<file path="src/bssf_pkg.sv">
// ----------------------------------------------------------------------------
// bssf_pkg
// Shared types and constants for the barometer sync checker and spike filter.
// ----------------------------------------------------------------------------
`timescale 1ns / 1ps
`default_nettype none

package bssf_pkg;

  localparam int unsigned SampleW = 16;
  localparam int unsigned HoldW   = 4;

  typedef logic [SampleW-1:0] sample_t;
  typedef logic [HoldW-1:0]   hold_t;
  typedef logic [15:0]        count_t;

  localparam hold_t  HOLD_RESET = hold_t'(3);
  localparam count_t COUNT_MAX  = 16'hFFFF;

  // saturating increment
  function automatic count_t sat_inc(input count_t v);
    sat_inc = (v == COUNT_MAX) ? COUNT_MAX : count_t'(v + 16'd1);
  endfunction

endpackage : bssf_pkg

`default_nettype wire

</file>
<file path="src/baro_sync_spike_filter_unit.sv">
// ----------------------------------------------------------------------------
// baro_sync_spike_filter_unit
// Barometer sync checker and spike filter, one frame beat in, one result out.
// ----------------------------------------------------------------------------
// Path: an accepted frame beat passes the input register, then the result
//   register, which holds the result while out_ready is low.
// Throughput: 1 frame per cycle while the result side keeps up (out_ready).
// Reset: rst_n synchronous, active low; clears all filter state, both counters and
//   the valid flags, and loads spike_hold_frames with 3.
`timescale 1ns / 1ps
`default_nettype none

module baro_sync_spike_filter_unit
  import bssf_pkg::*;
(
  input  wire logic          clk,
  input  wire logic          rst_n,

  // configuration: spike_hold_frames
  input  wire logic          cfg_valid,
  output      logic          cfg_ready,
  input  wire logic [3:0]    cfg_data,

  // frame beats
  input  wire logic          in_valid,
  output      logic          in_ready,
  input  wire logic [15:0]   in_pressure_raw,
  input  wire logic [15:0]   in_temperature_raw,

  // result beats
  output      logic          out_valid,
  input  wire logic          out_ready,
  output      logic [15:0]   out_pressure_out,
  output      logic [15:0]   out_temperature_out,
  output      logic          out_holding,
  output      logic [15:0]   out_sync_error_total,
  output      logic [15:0]   out_spike_total
);

  // --------------------------------------------------------------------------
  // Configuration register. Always ready; the user must write it only while idle, the block does not enforce this.
  // --------------------------------------------------------------------------
  hold_t hold_frames_r;

  assign cfg_ready = 1'b1;

  always_ff @(posedge clk) begin
    if (!rst_n) begin
      hold_frames_r <= HOLD_RESET;
    end else if (cfg_valid && cfg_ready) begin
      hold_frames_r <= cfg_data;
    end
  end

  // --------------------------------------------------------------------------
  // Pipeline control. The result register advances whenever it is empty or
  // being drained; the input register follows it. This gives a full beat per
  // cycle with no bubble while the result side keeps up.
  // --------------------------------------------------------------------------
  logic    s1_valid_r;
  sample_t s1_p_r;
  sample_t s1_t_r;
  logic    out_valid_r;
  logic    adv;       // result register takes a new value this cycle
  logic    eval;      // stage-1 frame is evaluated and state updated

  assign adv      = !out_valid_r || out_ready;
  assign eval     = s1_valid_r && adv;
  assign in_ready = !s1_valid_r || adv;

  always_ff @(posedge clk) begin
    if (!rst_n) begin
      s1_valid_r <= 1'b0;
    end else if (in_ready) begin
      s1_valid_r <= in_valid;
    end
  end

  // payload needs no reset
  always_ff @(posedge clk) begin
    if (in_valid && in_ready) begin
      s1_p_r <= in_pressure_raw;
      s1_t_r <= in_temperature_raw;
    end
  end

  // --------------------------------------------------------------------------
  // Filter state
  // --------------------------------------------------------------------------
  sample_t prev_p_r, prev_p_nxt;
  sample_t prev_t_r, prev_t_nxt;
  sample_t good_p_r, good_p_nxt;
  sample_t good_t_r, good_t_nxt;
  logic    phase_r, phase_nxt;   // 1: expecting a new pressure
  hold_t   hold_cnt_r, hold_cnt_nxt;
  count_t  sync_cnt_r, sync_cnt_nxt;
  count_t  spike_cnt_r, spike_cnt_nxt;

  sample_t res_p, res_t;
  logic    res_hold;

  always_comb begin
    logic  sync_err;
    hold_t cnt;

    // Alternation check. A zero previous value means nothing seen yet, so
    // that phase's check is skipped.
    if (!phase_r) begin
      sync_err = (prev_p_r != '0) && (prev_p_r != s1_p_r);
    end else begin
      sync_err = (prev_t_r != '0) && (prev_t_r != s1_t_r);
    end
    // toggle on a clean frame, stay put on an error
    phase_nxt    = sync_err ? phase_r : !phase_r;
    sync_cnt_nxt = sync_err ? sat_inc(sync_cnt_r) : sync_cnt_r;

    prev_p_nxt = s1_p_r;
    prev_t_nxt = s1_t_r;

    // Spike: pressure equal to temperature reloads the hold, even mid-hold
    if (s1_p_r == s1_t_r) begin
      cnt           = hold_frames_r;
      spike_cnt_nxt = sat_inc(spike_cnt_r);
    end else begin
      cnt           = hold_cnt_r;
      spike_cnt_nxt = spike_cnt_r;
    end

    if (cnt != '0) begin
      res_p        = good_p_r;
      res_t        = good_t_r;
      res_hold     = 1'b1;
      hold_cnt_nxt = hold_t'(cnt - hold_t'(1));
      good_p_nxt   = good_p_r;
      good_t_nxt   = good_t_r;
    end else begin
      res_p        = s1_p_r;
      res_t        = s1_t_r;
      res_hold     = 1'b0;
      hold_cnt_nxt = cnt;
      good_p_nxt   = s1_p_r;
      good_t_nxt   = s1_t_r;
    end
  end

  always_ff @(posedge clk) begin
    if (!rst_n) begin
      prev_p_r    <= '0;
      prev_t_r    <= '0;
      good_p_r    <= '0;
      good_t_r    <= '0;
      phase_r     <= 1'b0;
      hold_cnt_r  <= '0;
      sync_cnt_r  <= '0;
      spike_cnt_r <= '0;
    end else if (eval) begin
      prev_p_r    <= prev_p_nxt;
      prev_t_r    <= prev_t_nxt;
      good_p_r    <= good_p_nxt;
      good_t_r    <= good_t_nxt;
      phase_r     <= phase_nxt;
      hold_cnt_r  <= hold_cnt_nxt;
      sync_cnt_r  <= sync_cnt_nxt;
      spike_cnt_r <= spike_cnt_nxt;
    end
  end

  // --------------------------------------------------------------------------
  // Result register. It parts the two sides, so a new frame is taken while
  // a finished result still waits.
  // --------------------------------------------------------------------------
  sample_t out_p_r, out_t_r;
  logic    out_hold_r;
  count_t  out_sync_r, out_spike_r;

  always_ff @(posedge clk) begin
    if (!rst_n) begin
      out_valid_r <= 1'b0;
    end else if (adv) begin
      out_valid_r <= s1_valid_r;
    end
  end

  always_ff @(posedge clk) begin
    if (eval) begin
      out_p_r     <= res_p;
      out_t_r     <= res_t;
      out_hold_r  <= res_hold;
      out_sync_r  <= sync_cnt_nxt;
      out_spike_r <= spike_cnt_nxt;
    end
  end

  assign out_valid            = out_valid_r;
  assign out_pressure_out     = out_p_r;
  assign out_temperature_out  = out_t_r;
  assign out_holding          = out_hold_r;
  assign out_sync_error_total = out_sync_r;
  assign out_spike_total      = out_spike_r;

  // --------------------------------------------------------------------------
  // Assertions
  // --------------------------------------------------------------------------
  // a held result shows the pair still stored as last good
  a_hold_matches_good: assert property (@(posedge clk) disable iff (!rst_n)
    (out_valid_r && out_hold_r) |->
      (out_p_r == good_p_r && out_t_r == good_t_r))
    else $error("held result differs from last good pair");

  // counters never wrap
  a_sync_sat: assert property (@(posedge clk) disable iff (!rst_n)
    (sync_cnt_r == COUNT_MAX) |=> (sync_cnt_r == COUNT_MAX))
    else $error("sync error counter wrapped");

  a_spike_sat: assert property (@(posedge clk) disable iff (!rst_n)
    (spike_cnt_r == COUNT_MAX) |=> (spike_cnt_r == COUNT_MAX))
    else $error("spike counter wrapped");

  // state only moves when a frame is evaluated
  a_state_quiet: assert property (@(posedge clk) disable iff (!rst_n)
    (!eval && rst_n) |=> ($stable(phase_r) && $stable(hold_cnt_r)))
    else $error("filter state changed without a frame");

endmodule : baro_sync_spike_filter_unit

`default_nettype wire
</file>
<file path="config.mk">
export PLATFORM = sky130hd
export DESIGN_NAME = baro_sync_spike_filter_unit
export DESIGN_NICKNAME = d
export VERILOG_FILES = /design/src/bssf_pkg.sv /design/src/baro_sync_spike_filter_unit.sv
export SDC_FILE = /design/constraint.sdc
export NUM_CORES = 1
export LEC_CHECK = 0
export ABC_AREA = 0
export BUFFER_PORTS_ARGS = -buffer_cell sky130_fd_sc_hd__buf_2
export CAP_MARGIN = 20
export CORE_MARGIN = 3
export CORE_UTILIZATION = 60
export DETAILED_ROUTE_END_ITERATION = 6
export PLACE_DENSITY_LB_ADDON = 0.2
export RECOVER_POWER = 25
export SYNTH_ARGS = -nofsm -noshare
export SYNTH_HDL_FRONTEND = slang
export SYNTH_SLANG_ARGS = --single-unit
</file>
<file path="constraint.sdc">
create_clock -name clk -period 9.2 [get_ports clk]
set_input_delay 0.46 -clock clk [delete_from_list [all_inputs] [get_ports clk]]
set_output_delay 0.46 -clock clk [all_outputs]
set_load 0.02 [all_outputs]
</file>
==> flow_summary.yaml, run 1 <==
power_and_ir_drop:
  power_leakage_nw: 3.85
  power.total_mw: 2.00
  powerDensity_nw_per_um2: 194
  p_comb_frac: 0.080
  pwr-share-clk: 0.406
  p_sw_frac: 0.239
  peakVddDrop_mv: 0.138
  sequentialPowerShare: 0.514
  p_int_mw: 1.52
  p_switching_mw: 0.478
global_route:
  grt_pass1_wl_um: 32700
  grtUsageMet3: 0.0371
  grt-busiest-layer: "met2"
  grt_max_degree: 95
  grt.total_usage: 0.241
  grt_pass1_vias: 6520
  met1_usage: 0.349
  antenna_found_initial: 0
  grt.overflow.total: 0
  use_met2: 0.384
cts:
  insertion_delay_ns: 0.49
  htreeDepth: 1
  cts_setup_buffers: 0
  path_clk_slew_ns: 0.06
  root_buffer: "clkbuf_16"
  cts_resized: 0
  cts_buffer_depth: 3
  cts_hold_buf: 0
  cts.sinks: 204
  cts_buffers: 21
  tritoncts: "built"
worst_setup_path:
  crit_start: "prev_p_nxt[7]$_DFFE_PP_"
  crit_required_ns: 9.59
  end_kind: "register"
  worstRegToRegCells: 13
  worstReg2RegEnd: "hold_cnt_r[1]$_SDFFE_PN0P_"
  path_class: "reg2reg"
  cp.arrival_ns: 5.00
  r2r_start: "prev_p_nxt[7]$_DFFE_PP_"
  cp-start-kind: "register"
  path_max_fanout: 67
  regToRegSetupSlack_ns: 4.59
floorplan:
  top_level_ports: 109
  die_y_um: 129
  die_width_um: 129
  initial_core_util: 0.618
  rows: 44
  coreArea_sq_um: 14700
  die_area_sq_um: 16700
synthesis:
  synth_edf_count: 97
  yosysMostFrequentCell: "nand2_1"
  ys_ff_latch: 204
  synth.area.top_cells: "edfxtp_1, dfxtp_1, nand2_1"
  yosys_warnings: 0
  synth_ff_type: "dfxtp_1"
  yosysTopAreaCell: "edfxtp_1"
  syn_inst: 946
  yosysSeqAreaShare: 0.556
  synth_top_cell_area_share: 0.321
  synth.avg_cell_area_sq_um: 9.61
  synth_common_cells: "nand2_1, dfxtp_1, edfxtp_1"
  synth_cell_type_count: 60
  synth-async-reset-ratio: 0
  synth_fp_nets: 990
  netlist_area_sq_um: 9090
final_layout:
  diodes: 0
  drive_above_1_share: 0.125
  fin_util: 0.698
  fillers: 1136
  final_area_sq_um: 10300
  layout.nets: 1060
  area.growth.synth_to_final_pct: 12.9
  multi_input_area_sq_um: 3730
  stdcell_count: 1214
  area.sequential_sq_um: 5050
timing:
  setup_tns_ns: 0
  min_period_ns: 4.61
  maxSlewHeadroom: -0.333
  worstMarginPinSlew_ns: 2.00
  final_hold_viol_count: 0
  holdWs_ns: 0.143
  fin_ws_ns: 4.59
  period_share: 0.501
  rsz0062_at_grt: "false"
  maxSlewViolCount: 33
  clock_skew_ns: 0.00872
  setup_viol: 0
  max_freq_ghz: 0.217
placement:
  io_buffer_count: 107
  gp_congestion: 0.844
  post-place-ws_ns: 4.66
  placed_cell_area_sq_um: 9660
  dp_cells: 1177
  post-dp-hpwl_um: 13100
min_path:
  holdPathEnd: "prev_p_nxt[13]$_DFFE_PP_"
  hold_path_class: "in2reg"
  holdCritStartpoint: "in_pressure_raw[13]"
  hold_depth: 1
route:
  vias: 7299
  wl_per_cell_um: 17.3
  wl_um: 21000
  drc: 0
  firstDrtPassIters: 6
  drtIter0Drc: 674
  vias_per_cell: 6.01
  ant_nets: 0
run_status:
  violations: "capacitance limit, slew limit"
  status: "complete, but fails checks"
job:
  drv_cap: 1
[layout by cell type (no fill, tap or decap), types with 7 or more instances in the layout]
cell type / Yosys / layout
o21ai_0: 47 / 47
clkbuf_16: 0 / 22
nand4_1: 18 / 18
clkbuf_1: 54 / 44
and2_1: 9 / 8
nand3_1: 54 / 54
a31oi_1: 20 / 20
and3_1: 14 / 14
nor3_1: 11 / 11
buf_2: 6 / 69
nor4_1: 17 / 17
a21oi_1: 91 / 91
nand2_1: 201 / 201
o221a_2: 7 / 7
buf_4: 2 / 7
mux2i_1: 9 / 8
inv_1: 10 / 10
edfxtp_1: 97 / 97
xnor2_1: 21 / 21
a311oi_1: 7 / 7
dfxtp_1: 107 / 107
and4_1: 7 / 7
xor2_1: 38 / 38
nor2_1: 27 / 27
[how the worst max path moves through the flow]
stage	endpoint	slack, ns	cells after the start
floorplan	out_holding$_DFFE_PP_	5.65	5
global placement	hold_cnt_r[1]$_SDFFE_PN0P_	4.84	13
detailed placement	hold_cnt_r[1]$_SDFFE_PN0P_	4.66	13
CTS	hold_cnt_r[1]$_SDFFE_PN0P_	4.62	13
global route	hold_cnt_r[1]$_SDFFE_PN0P_	4.26	13
finish	hold_cnt_r[1]$_SDFFE_PN0P_	4.59	13
[cell type report]
cell class	instances	share of cell area
timing repair buffer	115	0.0530
sequential	204	0.493
inverter	12	0.00463
tap	184	0.0224
clock buffer	28	0.0568
multi-input combinational	662	0.364
clock inverter	9	0.00695
[metal layers]
| layer | wire length (um) | vias to the layer above |
|---|---|---|
| li1 | - | 3535 |
| met3 | 1400 | 30 |
| met4 | 349 | 0 |
| met2 | 9860 | 267 |
| met5 | 0 | - |
| met1 | 9380 | 3467 |
[power groups by stage]
stage          Sequential (mW)  Clock, mW  Combinational (mW)
2_1_floorplan             1.06          0              0.0927
4_1_cts                   1.02      0.822               0.162
5_1_grt                   1.03      0.856               0.175
3_3_place_gp              1.04          0               0.159
6_report                  1.03      0.811               0.160
3_5_place_dp              1.04          0               0.160
[logic make-up (layout without fill, tap and decap cells)]
| kind of cell | after synthesis | count (layout) | share of synthesized area |
|---|---|---|---|
| compound gates | 200 | 200 | 0.132 |
| xor+xnor | 59 | 59 | 0.0569 |
| fa+ha+maj | 3 | 3 | 0.00413 |
| buf+inv | 80 | 164 | 0.0347 |
| flops | 204 | 204 | 0.556 |
| mux | 14 | 14 | 0.0161 |
| other cells | 1 | 1 | 0.000413 |
| simple gates | 385 | 385 | 0.200 |
[critical path, stage by stage (launching register included)]
cell and delay [ns]:
edfxtp_1 0.48, xnor2_1 0.23, nand4_1 0.17, nor4_4 0.28
buf_4 0.38, mux2i_1 0.24, ha_1 0.24, inv_1 0.08
or3_1 0.41, mux2i_4 0.16, buf_4 0.54, inv_2 0.54
and2_1 0.34, o41ai_1 0.32
Power figures use the tool's default switching activity.
==> run 2, diff against run 1 <==
ABC_AREA = 1   (was 0)
CORE_UTILIZATION = 59   (was 60)
clock period = 4.4 ns   (was 9.2 ns; I/O delays follow)
==> flow_summary.yaml, run 2 <==
global_route:
  grt_pass1_vias: 7168
  grt_pass1_wl_um: 35600
  grt_max_degree: 83
  grt.overflow.total: 0
  antenna_found_initial: 0
  grt.total_usage: 0.244
worst_setup_path:
  cp-start-kind: "primary input"
  worstReg2RegEnd: "out_temperature_out[3]$_DFFE_PP_"
  crit_required_ns: 4.78
  path_class: "in2reg"
  crit_chain: "clkbuf_1 > inv_2 > buf_4 > a21oi_1 > dlygate4sd3_1 > o21ai_0 > dlygate4sd3_1"
  crit_top_cell: "dlygate4sd3_1"
  end_kind: "register"
  r2r_start: "prev_p_nxt[2]$_DFFE_PP_"
  crit_path_top_delay_cell: "clkbuf_1"
  path_max_fanout: 38
  cp.arrival_ns: 4.21
  regToRegSetupSlack_ns: 1.16
  cp_slowest_stage_delay_ns: 1.24
  worstRegToRegCells: 13
floorplan:
  initial_core_util: 0.613
  rows: 45
  die_y_um: 133
  die_area_sq_um: 17700
  coreArea_sq_um: 15500
  top_level_ports: 109
  die_width_um: 133
final_layout:
  diodes: 0
  fillers: 1267
  layout.nets: 1319
  layout_common_cells: "nand2_1, inv_1, dfxtp_1"
  area.growth.synth_to_final_pct: 16.8
  drive_above_1_share: 0.0891
  layout_commonest_cell: "nand2_1"
power_and_ir_drop:
  sequentialPowerShare: 0.497
  peakVddDrop_mv: 0.386
  p_comb_frac: 0.139
  pwr-share-clk: 0.365
  p_switching_mw: 1.21
  p_sw_frac: 0.270
  power_leakage_nw: 4.80
  p_int_mw: 3.28
  powerDensity_nw_per_um2: 405
min_path:
  holdCritStartpoint: "cfg_data[3]"
  hold_depth: 3
  hold_path_class: "in2reg"
  holdPathEnd: "hold_frames_r[3]$_SDFFE_PN0P_"
synthesis:
  netlist_area_sq_um: 9490
  yosysSeqAreaShare: 0.532
  synth_top_cell_area_share: 0.307
  synthMuxAreaShare: 0
  yosysTopAreaCell: "edfxtp_1"
  synth_compound_area_frac: 0.122
  yosys.area_share.simple: 0.223
  synth.area.top_cells: "edfxtp_1, dfxtp_1, nand2_1"
  synth_top_family_by_area: "simple AND/OR/NAND/NOR gates"
  yosys_warnings: 0
  synth_edf_count: 97
  synth_fa_ha_area_frac: 0.00395
  synth_ff_type: "dfxtp_1"
  syn_inst: 1145
  yosysMostFrequentCell: "nand2_1"
  synth_common_cells: "nand2_1, inv_1, dfxtp_1"
  synth-async-reset-ratio: 0
  yosys.area_share.xor_xnor: 0.0304
  synth.avg_cell_area_sq_um: 8.29
  synth_cell_type_count: 37
  synth_fp_nets: 1189
  ys_ff_latch: 204
cts:
  cts_buffer_depth: 3
  htreeDepth: 1
  cts_resized: 0
  root_buffer: "clkbuf_16"
  tritoncts: "built"
  insertion_delay_ns: 0.51
  cts.sinks: 204
  cts_setup_buffers: 0
  cts_hold_buf: 39
  path_clk_slew_ns: 0.06
  cts_buffers: 21
timing:
  setup_viol: 0
  max_freq_ghz: 0.261
  min_period_ns: 3.83
  final_hold_viol_count: 0
  period_share: 0.871
  maxSlewViolCount: 38
  rsz0062_at_grt: "false"
  holdWs_ns: 0.0270
  setup_tns_ns: 0
  worstMarginPinSlew_ns: 1.77
  clock_skew_ns: 0.0164
  maxSlewHeadroom: -0.182
route:
  vias_per_cell: 5.35
  vias: 8033
  ant_nets: 0
  drtIter0Drc: 729
  wl_um: 22200
  drc: 0
  wl_per_cell_um: 14.8
  firstDrtPassIters: 5
job:
  drv_cap: 1
placement:
  io_buffer_count: 107
  post-dp-hpwl_um: 14500
  gp_congestion: 0.873
run_status:
  violations: "capacitance limit, slew limit"
  status: "complete, but fails checks"
==> run 2: cell types whose count changed after synthesis, sizes merged, moves of 14 or more <==
cell,delta
and3,-14
nand3,+27
o211ai,+32
clkbuf,-20
xor2,-30
a31oi,-20
inv,+147
a21oi,-20
o21ai,+55
nand2,+53
nor2,+73
==> run 2: how the worst max path moves through the flow <==
stage,from,slack (ns),cells after the start,end
3_5_place_dp,prev_p_nxt[2]$_DFFE_PP_,1.24,13,out_temperature_out[3]$_DFFE_PP_
3_3_place_gp,prev_t_nxt[11]$_DFFE_PP_,1.33,13,out_temperature_out[3]$_DFFE_PP_
6_report,rst_n,0.57,7,hold_frames_r[1]$_SDFFE_PN1P_
4_1_cts,prev_p_nxt[2]$_DFFE_PP_,1.19,13,out_temperature_out[3]$_DFFE_PP_
2_1_floorplan,out_valid$_SDFFE_PN0P_,0.98,5,out_holding$_DFFE_PP_
5_1_grt,rst_n,0.45,7,hold_frames_r[1]$_SDFFE_PN1P_
==> run 2: final cells by class <==
type / count / area (sq um) / area share
sequential: 204 / 5050 / 0.456
inverter: 158 / 598 / 0.0539
clock inverter: 9 / 43.8 / 0.00395
multi-input combinational: 734 / 3610 / 0.325
tap: 211 / 264 / 0.0238
timing repair buffer: 156 / 933 / 0.0842
clock buffer: 29 / 586 / 0.0528
==> run 2: logic make-up (layout without fill, tap and decap cells) <==
group           count (synthesis)  after routing
compound gates                207            207
flops                         204            204
buf+inv                       207            352
other cells                     1              1
xor+xnor                       33             33
simple gates                  490            490
fa+ha+maj                       3              3
==> run 2: per-stage QoR <==
step | power (mW) | cell area [sq um] | std cells | worst slack (ns) | util
3_5_place_dp | 2.86 | 10100 | 1424 | 1.24 | 0.655
5_1_grt | 4.68 | 11100 | 1501 | 0.451 | 0.716
2_1_floorplan | 2.70 | 9490 | 1145 | 0.983 | -
4_1_cts | 4.51 | 11200 | 1501 | 1.19 | 0.721
6_report | 4.49 | 11100 | 1501 | 0.569 | 0.716
3_3_place_gp | 2.85 | 10100 | 1424 | 1.33 | 0.655
==> run 2: layer usage <==
metal | vias up | track usage | wire length [um]
li1 | 4041 | - | -
met1 | 3698 | 0.349 | 10100
met2 | 252 | 0.388 | 10200
met3 | 42 | 0.0414 | 1470
met4 | 0 | 0.0658 | 425
met5 | - | 0 | 0
==> run 2: worst max-delay path, delay by kind of cell <==
| kind | cells | cell delay (ns) |
|---|---|---|
| buf+inv | 5 | 3.68 |
| compound gates | 2 | 0.28 |
==> run 2: power by group through the flow <==
stage / combinational, mW / sequential, mW / clock [mW]
floorplan: 0.402 / 2.30 / 0
global placement: 0.585 / 2.27 / 0
detailed placement: 0.596 / 2.27 / 0
CTS: 0.626 / 2.23 / 1.66
global route: 0.693 / 2.25 / 1.74
finish: 0.623 / 2.23 / 1.64
==> run 3, diff against run 2 <==
ABC_AREA = default   (was 1)
CORE_UTILIZATION = 58   (was 59)
==> flow_summary.yaml, run 3 (synthesized netlist as in run 1, its figures left out) <==
worst_setup_path:
  end_kind: "register"
  path_class: "reg2reg"
  worstReg2RegEnd: "good_p_r[3]$_SDFFE_PN0P_"
  worstRegToRegCells: 13
  cp.arrival_ns: 4.12
  r2r_start: "prev_p_nxt[7]$_DFFE_PP_"
  crit_required_ns: 4.82
  crit_path_end: "good_p_r[3]$_SDFFE_PN0P_"
  regToRegSetupSlack_ns: 0.70
  cp-start-kind: "register"
  path_max_fanout: 67
  crit_start: "prev_p_nxt[7]$_DFFE_PP_"
floorplan:
  initial_core_util: 0.596
  top_level_ports: 109
  coreArea_sq_um: 15300
  die_width_um: 131
  rows: 45
  die_y_um: 131
  die_area_sq_um: 17200
final_layout:
  layout_common_cells: "nand2_1, dfxtp_1, edfxtp_1"
  layout_commonest_cell: "nand2_1"
  fillers: 1192
  area.growth.synth_to_final_pct: 17.1
  drive_above_1_share: 0.0945
  stdcell_count: 1280
  layout.nets: 1099
  fin_util: 0.697
  diodes: 0
global_route:
  grt.total_usage: 0.239
  grt.overflow.total: 0
  antenna_found_initial: 0
  grt_pass1_wl_um: 34900
  grt_pass1_vias: 7038
  grt_max_degree: 85
cts:
  cts.sinks: 204
  tritoncts: "built"
  cts_buffers: 21
  cts_buffer_depth: 3
  root_buffer: "clkbuf_16"
  insertion_delay_ns: 0.49
  cts_setup_buffers: 0
  htreeDepth: 1
  path_clk_slew_ns: 0.06
timing:
  max_freq_ghz: 0.271
  worstMarginPinSlew_ns: 1.25
  setup_viol: 0
  min_period_ns: 3.70
  maxSlewViolCount: 0
  rsz0062_at_grt: "false"
  clock_skew_ns: 0.00988
  setup_tns_ns: 0
  final_hold_viol_count: 0
  maxSlewHeadroom: 0.168
  period_share: 0.840
placement:
  gp_congestion: 0.848
  io_buffer_count: 107
  dp_cells: 1206
  post-dp-hpwl_um: 12400
route:
  firstDrtPassIters: 5
  wl_per_cell_um: 16.2
  wl_um: 20700
  drtIter0Drc: 787
  vias: 7332
  drc: 0
  ant_nets: 0
  vias_per_cell: 5.73
job:
  drv_cap: 0
run_status:
  status: "complete, no violations"
power_and_ir_drop:
  pwr-share-clk: 0.405
  sequentialPowerShare: 0.512
  p_switching_mw: 0.996
  peakVddDrop_mv: 0.325
  powerDensity_nw_per_um2: 394
  p_comb_frac: 0.083
  power_leakage_nw: 3.93
  p_int_mw: 3.20
  p_sw_frac: 0.237
  power.total_mw: 4.19
min_path:
  hold_path_class: "in2reg"
[run 3: cell count changes in the layout (fill, tap and decap cells not counted), sizes merged, moves of 9 or more]
cell	previous run	this run
mux2i	0	9
o21ai	102	47
a21oi	71	91
a31oi	0	20
and3	0	14
and2	1	10
nor2	100	27
nor4	7	18
nand3	82	55
inv	158	11
o211ai	32	0
xor2	8	38
nand2	254	201
[run 3: power groups by stage]
stage / combinational [mW] / clock, mW / sequential, mW
global route: 0.386 / 1.80 / 2.16
floorplan: 0.194 / 0 / 2.21
detailed placement: 0.329 / 0 / 2.18
global placement: 0.325 / 0 / 2.18
finish: 0.349 / 1.70 / 2.15
CTS: 0.357 / 1.72 / 2.14
[run 3: per-layer routing]
| layer | track usage | routed length (um) | vias up |
|---|---|---|---|
| met5 | 0 | 0 | - |
| met4 | 0.0653 | 325 | 0 |
| met3 | 0.0402 | 1240 | 28 |
| met2 | 0.382 | 9710 | 233 |
| met1 | 0.341 | 9420 | 3481 |
| li1 | - | - | 3590 |
[run 3: cell type report]
cell class / count / area (sq um) / share of cell area
clock buffer: 28 / 552 / 0.0518
clock inverter: 9 / 90.1 / 0.00846
inverter: 12 / 47.5 / 0.00447
multi-input combinational: 662 / 3730 / 0.351
sequential: 204 / 5050 / 0.475
tap: 211 / 264 / 0.0248
timing repair buffer: 154 / 902 / 0.0848
[run 3: worst min path at each step]
stage,endpoint,depth (start not counted),start
4_1_cts,out_valid$_SDFFE_PN0P_,4,out_ready
6_report,out_valid$_SDFFE_PN0P_,4,out_ready
5_1_grt,hold_frames_r[0]$_SDFFE_PN1P_,3,cfg_valid
2_1_floorplan,prev_p_nxt[0]$_DFFE_PP_,0,in_pressure_raw[0]
3_5_place_dp,prev_p_nxt[8]$_DFFE_PP_,1,in_pressure_raw[8]
3_3_place_gp,prev_p_nxt[12]$_DFFE_PP_,1,in_pressure_raw[12]
[run 3: stage by stage]
step / worst slack [ns] / cell area (sq um) / hold WS (ns)
floorplan: 0.845 / 9090 / 0.319
global placement: 0.787 / 9710 / 0.397
detailed placement: 0.717 / 9710 / 0.399
CTS: 0.705 / 10700 / 0.0293
global route: 0.335 / 10600 / 0.0688
finish: 0.704 / 10600 / 0.0437
[run 3: timing repair]
item / CTS / global route
gates resized for setup: 0 / 0
hold endpoints to repair: 37 / 0
hold buffers: 37 / 0
[run 3: critical path: stages (launching register included)]
cell      delay (ns)
edfxtp_1        0.52
xnor2_1         0.22
nand4_1         0.17
nor4_4          0.61
buf_4           0.39
a21oi_1         0.12
ha_1            0.25
inv_1           0.09
or3_1           0.20
mux2i_4         0.10
clkinv_1        0.06
buf_4           0.46
o21ai_0         0.19
a21oi_1         0.20
